## src/rtl/picsl_ram.sv

```systemverilog
// Generic single-write, single-read RAM with registered read data.
module picsl_ram #(
    parameter int WIDTH = 8,
    parameter int DEPTH = 256
) (
    input  logic                     i_clk,
    input  logic                     i_we,
    input  logic [$clog2(DEPTH)-1:0] i_waddr,
    input  logic [WIDTH-1:0]         i_wdata,
    input  logic [$clog2(DEPTH)-1:0] i_raddr,
    output logic [WIDTH-1:0]         o_rdata
);
    logic [WIDTH-1:0] r_mem [DEPTH];
    logic [WIDTH-1:0] r_rdata;

    always_ff @(posedge i_clk) begin
        if (i_we) begin
            r_mem[i_waddr] <= i_wdata;
        end
        r_rdata <= r_mem[i_raddr];
    end

    assign o_rdata = r_rdata;
endmodule

```

## config.mk

```make
export PLATFORM = sky130hd
export DESIGN_NAME = picsl_ram
export DESIGN_NICKNAME = d
export VERILOG_FILES = /design/src/rtl/picsl_ram.sv
export SDC_FILE = /design/constraint.sdc
export NUM_CORES = 2
export LEC_CHECK = 0
export BUFFER_PORTS_ARGS = -buffer_cell sky130_fd_sc_hd__buf_2
export CORE_ASPECT_RATIO = 1.2
export CORE_MARGIN = 1
export CORE_UTILIZATION = 50
export CTS_BUF_LIST = sky130_fd_sc_hd__clkbuf_8 sky130_fd_sc_hd__clkbuf_16
export DETAILED_ROUTE_END_ITERATION = 7
export PLACE_DENSITY = 0.77
export SLEW_MARGIN = 20
export SYNTH_ARGS = -nofsm -noshare
export SYNTH_HDL_FRONTEND = slang
export SYNTH_SLANG_ARGS = --single-unit
```

## constraint.sdc

```tcl
create_clock -name i_clk -period 2.7 [get_ports i_clk]
set_clock_uncertainty 0.15 [all_clocks]
set_input_delay 0.405 -clock i_clk [delete_from_list [all_inputs] [get_ports i_clk]]
set_output_delay 0.405 -clock i_clk [all_outputs]
set_load 0.005 [all_outputs]
```

# [Yosys cells after proc, flatten, opt, wreduce, memory -nomap -nowiden]
# Memory sizes are Yosys's and may differ from the RTL's. A register that Yosys moved wholly into a read port is not among the register bits.
# Cells that the tools add are included.
[op_classes] n_mux=2
[op_table] cell="$mux W1" n=2
[totals] wordCells=3 mem_count=1 in_bits=26 register_bits=0 ram_bits=2048
[mem_list] memory="r_mem" words=256 word_bits=8 read_ports=1 rd_ports_with_merged_regs=1 wr=1 line_no="13" rtl="logic [WIDTH-1:0] r_mem [DEPTH];"

# [Longest topological paths before layout]
[depth] depth_word=2 ltp_mapped=11 mapped_depth_nobuf=6

# [Worst setup path after synthesis]
# OpenSTA, ideal clock, no wires.
[synth_path] kind="input-to-reg" start="input port i_raddr[0]" end="register r_rdata[2] (netlist: o_rdata[2]) (read register of r_mem)" setup_slack_ps=207 path_stages=9 arrival_ps=2212 setup_ps=131 required_ps=2419 cell_sequence="buf_6 -> buf_12 -> buf_8 -> buf_2 -> mux4_2 -> a22oi_1 -> a21oi_1 -> nor4_1 -> nor4_2"
[synth_rtl] item="start, declared" line_no="10" rtl="input logic [$clog2(DEPTH)-1:0] i_raddr,"
[synth_rtl] item="end, declared" line_no="14" rtl="logic [WIDTH-1:0] r_rdata;"

==> impl_summary.txt <==
----------------------------------------------------
[Outcome]
  Result of the run ... finished clean

[Critical path]
  Worst Path Max Fanout ... 1
  R2r setup slk ... ~0.012 ns
  FF-to-FF Start ... r_mem[87][7]$_DFFE_PP_
  Required time reported for the critical path endpoint ... 3.26 ns
  Crit path capture type ... flop
  Worst Path Arrival ... 3.24 ns
  Worst Setup Path Type ... reg -> reg
  Element type at the critical path start ... flop
  Worst Reg2Reg Path Length in Cells ... 6
  Terminus of the critical flop-to-flop path ... o_rdata[7]$_DFF_P_

[Routing]
  Count of TritonRoute iterations in the first routing pass ... 8
  Per-cell via count in the routed design ... 6.33
  Post-route antenna net violation count ... 0
  Count of vias placed by the detailed router ... between 40000 and 50000
  Routed Wire Length ... 200000 um
  Number of remaining DRC errors ... 0
  DR WL/cell ... between 30 and 40 um
  Count of routing violations after the opening detailed-route iteration ... about 5900

[Global route]
  Wire length of the first global-routing pass ... between 200000 and 300000 um
  Global route overflow ... 0
  Vias in the first global route ... about 43000
  Antenna violations before repair ... 13
  Overall global routing resource usage ... roughly 25%
  Maximum number of pins on one net before global-route repair ... about 140

[Floorplanning]
  Row Count ... between 150 and 200
  I/O pin count ... 34
  Initial core utilization ... just over 50%
  Width of the die ... ~370 um
  Chip Height ... between 400 and 500 um
  Total Die Area ... 161000 sq um
  Core footprint ... 158000 sq um

[Clock network]
  Clock Tree Root ... clkbuf_16
  Worst-Skew Late Latency ... 0.84 ns
  TritonCTS buffer count ... between 150 and 200
  Clock tree from TritonCTS ... done
  Clock transition time at the flip-flop clock pins of the worst setup and hold paths ... 0.06 ns
  Post-CTS Repair Setup Buffers ... 0
  Number of H-tree levels ... 4
  TritonCTS Sinks ... between 2000 and 2500
  Buffer depth of the longest clock path ... 3

[Pwr]
  Leakage power summed over all cells ... 0.0301 uW
  Fraction of power spent switching nets ... 21.4%
  Cell internal pwr ... between 50000 and 60000 uW
  Reported net switching power ... ~14000 uW
  Clock group share of total power ... around 40%
  Relative contribution of sequential cells to total power ... roughly 55%
  Pwr dens ... a little under 700 nW/um^2
  Worst vdd rail ir drop ... around 0.65 mV
  Combinational Power Share ... under 10%

[Run]
  Number of violations of the max-capacitance limit ... 0

[Yosys]
  Gate Count Post-Synth ... around 3700
  Synth warnings ... 0
  Compound-cell area share of the yosys netlist ... around 3.4%
  Fraction of registers with async set/reset ... 0%
  Adder and majority cell fraction of the synthesized area ... 0%
  FF+latch count, synth ... 2056
  Top_reg_cell synth ... edfxtp_1
  Multiplexer area fraction after synthesis ... between 10% and 20%
  Fraction of the mapped netlist area in simple logic gates ... approximately 2.6%
  Number of enable flip-flop cells after synthesis ... around 2000
  Synth unique cells ... between 50 and 60
  Total standard cell area after synthesis ... about 80000 sq um
  Xor and xnor area share after synthesis ... 0%
  Post-Syn Nets ... between 3000 and 4000
  Mean cell area of the mapped netlist ... 21.3 sq um
  Share of the yosys chip area belonging to registers ... between 70% and 80%
  Dominant combinational cell family by area after synthesis ... multiplexers

[Timing]
  Tightest Pin Transition ... ~1.0 ns
  Sum of negative setup slack ... 0 ns
  Final number of max-transition violations ... 0
  RSZ-0062 raised after global routing ... false
  Worst Setup Slack, final ... between 0.01 and 0.015 ns
  Final critical-path share of the clock period ... 99.6%
  Worst slew margin ... between 30% and 40%
  Fin. Hold Viols ... 0
  Clock period minus final worst setup slack ... between 2 and 3 ns
  Hold WS ... between 0.05 and 0.06 ns
  Final setup violation count ... 0
  Highest achievable clock rate ... around 370 MHz

[Finish]
  Register area ... approximately 62000 sq um
  Proportion of layout cells with a drive suffix above 1 ... 31.9%
  Final Net Count ... roughly 4400
  Layout filler cell count ... about 11000
  Area used by multi-input combinational logic ... 16500 sq um
  Area growth from synthesis to layout ... 16.5%

[Hold path]
  Worst Hold Class ... in -> reg
  Min-delay src ... i_wdata[2]
  Worst Hold Endpoint ... r_mem[115][2]$_DFFE_PP_
  Hold Path Depth ... 1

[Placement]
  Input/output buffers ... 33
  Setup WS pre-CTS ... -0.903 ns
  Final weighted congestion in routability-driven placement ... roughly 0.9
  Hpwl dp ... about 130000 um

----------------------------------------------------
==> logic make-up (layout without fill, tap and decap cells) <==
family	count (synthesis)	after routing
flip-flops	2056	2056
multiplexers	591	591
AND/OR/NAND/NOR	466	466
AO/OA/AOI/OAI	385	385
buffers and inverters	235	1041
other	0	2
==> area by class of cell <==
type	count	share of cell area [%]
Multi-Input combinational cell	1442	17.8
Tap cell	2106	2.84
Sequential cell	2056	66.5
Clock buffer	184	4.97
Antenna cell	2	0.00540
Clock inverter	137	1.15
Inverter	2	0.00810
Timing Repair Buffer	718	6.66
==> per-stage QoR <==
| stage | utilization (%) | instance area, sq um | power [uW] | std cells |
|---|---|---|---|---|
| after detailed placement | 54.9 | 86900 | 39500 | 6318 |
| final | 58.6 | 92700 | 63700 | 6647 |
| after floorplan | - | 79600 | 37600 | 3733 |
| after CTS | 58.6 | 92700 | 63800 | 6645 |
| after global placement | 54.9 | 86900 | 39400 | 6318 |
| after global routing | 58.6 | 92700 | 65100 | 6646 |
==> synth_stat cells, drive strengths merged (10+ instances only) <==
master  number  area share, %
nand3       34           0.21
nand4       10          0.079
clkbuf     111           0.52
a22oi      133            1.3
a211oi      16           0.15
nor2       282            1.3
o221ai      47           0.53
o21ai       12          0.075
o22ai       28           0.22
a221oi      14           0.16
mux4       456             13
o211ai      10          0.094
nor4        27           0.24
edfxtp    2048             77
buf        122            1.3
nor2b       31           0.24
nor3        22           0.14
nand2       33           0.16
a21oi       96           0.60
mux2i      134            1.7
==> power groups by stage <==
| stage | Sequential, uW | Combinational, uW | Clock (uW) |
|---|---|---|---|
| 5_1_grt | 35200 | 3730 | 26100 |
| 3_3_place_gp | 35900 | 3450 | 0 |
| 6_report | 35200 | 3600 | 24800 |
| 3_5_place_dp | 35900 | 3530 | 0 |
| 2_1_floorplan | 35900 | 1710 | 0 |
| 4_1_cts | 35200 | 3570 | 25000 |
==> worst max path at each step <==
stage	start	endpoint	cells past startpoint
after floorplan	i_raddr[0]	o_rdata[2]$_DFF_P_	9
after global placement	i_raddr[0]	o_rdata[0]$_DFF_P_	11
after detailed placement	i_raddr[0]	o_rdata[4]$_DFF_P_	10
after CTS	r_mem[70][2]$_DFFE_PP_	o_rdata[2]$_DFF_P_	6
after global routing	r_mem[83][5]$_DFFE_PP_	o_rdata[5]$_DFF_P_	8
final	r_mem[87][7]$_DFFE_PP_	o_rdata[7]$_DFF_P_	6
==> state kept, by name (all words and copies together) (netlist names) <==
| name | cells |
|---|---|
| o_rdata | 8 |
| r_mem | 2048 |
==> cells in the final DEF (no fill, tap or decap), drive strengths merged, types with 47 or more instances in the layout <==
master / n
nor2: 282
edfxtp: 2048
buf: 704
a21oi: 96
clkbuf: 192
mux4: 456
o221ai: 47
a22oi: 133
mux2i: 134
clkinv: 87
==> what timing repair did <==
item,CTS,global route
gates resized for setup,5,5
hold endpoints to repair,174,0
hold buffers,6,0
endpoints found under the setup margin,3,4
==> critical path, cell delays in order (launching register included) <==
cell      delay [ns]
edfxtp_1        0.37
mux4_2          0.51
mux4_2          0.53
nor2b_1         0.18
nor4_2          0.55
buf_4           0.23
nor4_1          0.05
==> metal layers <==
metal	vias up	track usage (%)	wire (um)
met5	-	0	92
met4	14	12.8	10700
met3	542	5.24	20200
met2	2753	41.1	98800
met1	21800	31.3	70400
li1	17000	-	-
Power figures use the tool's default switching activity.
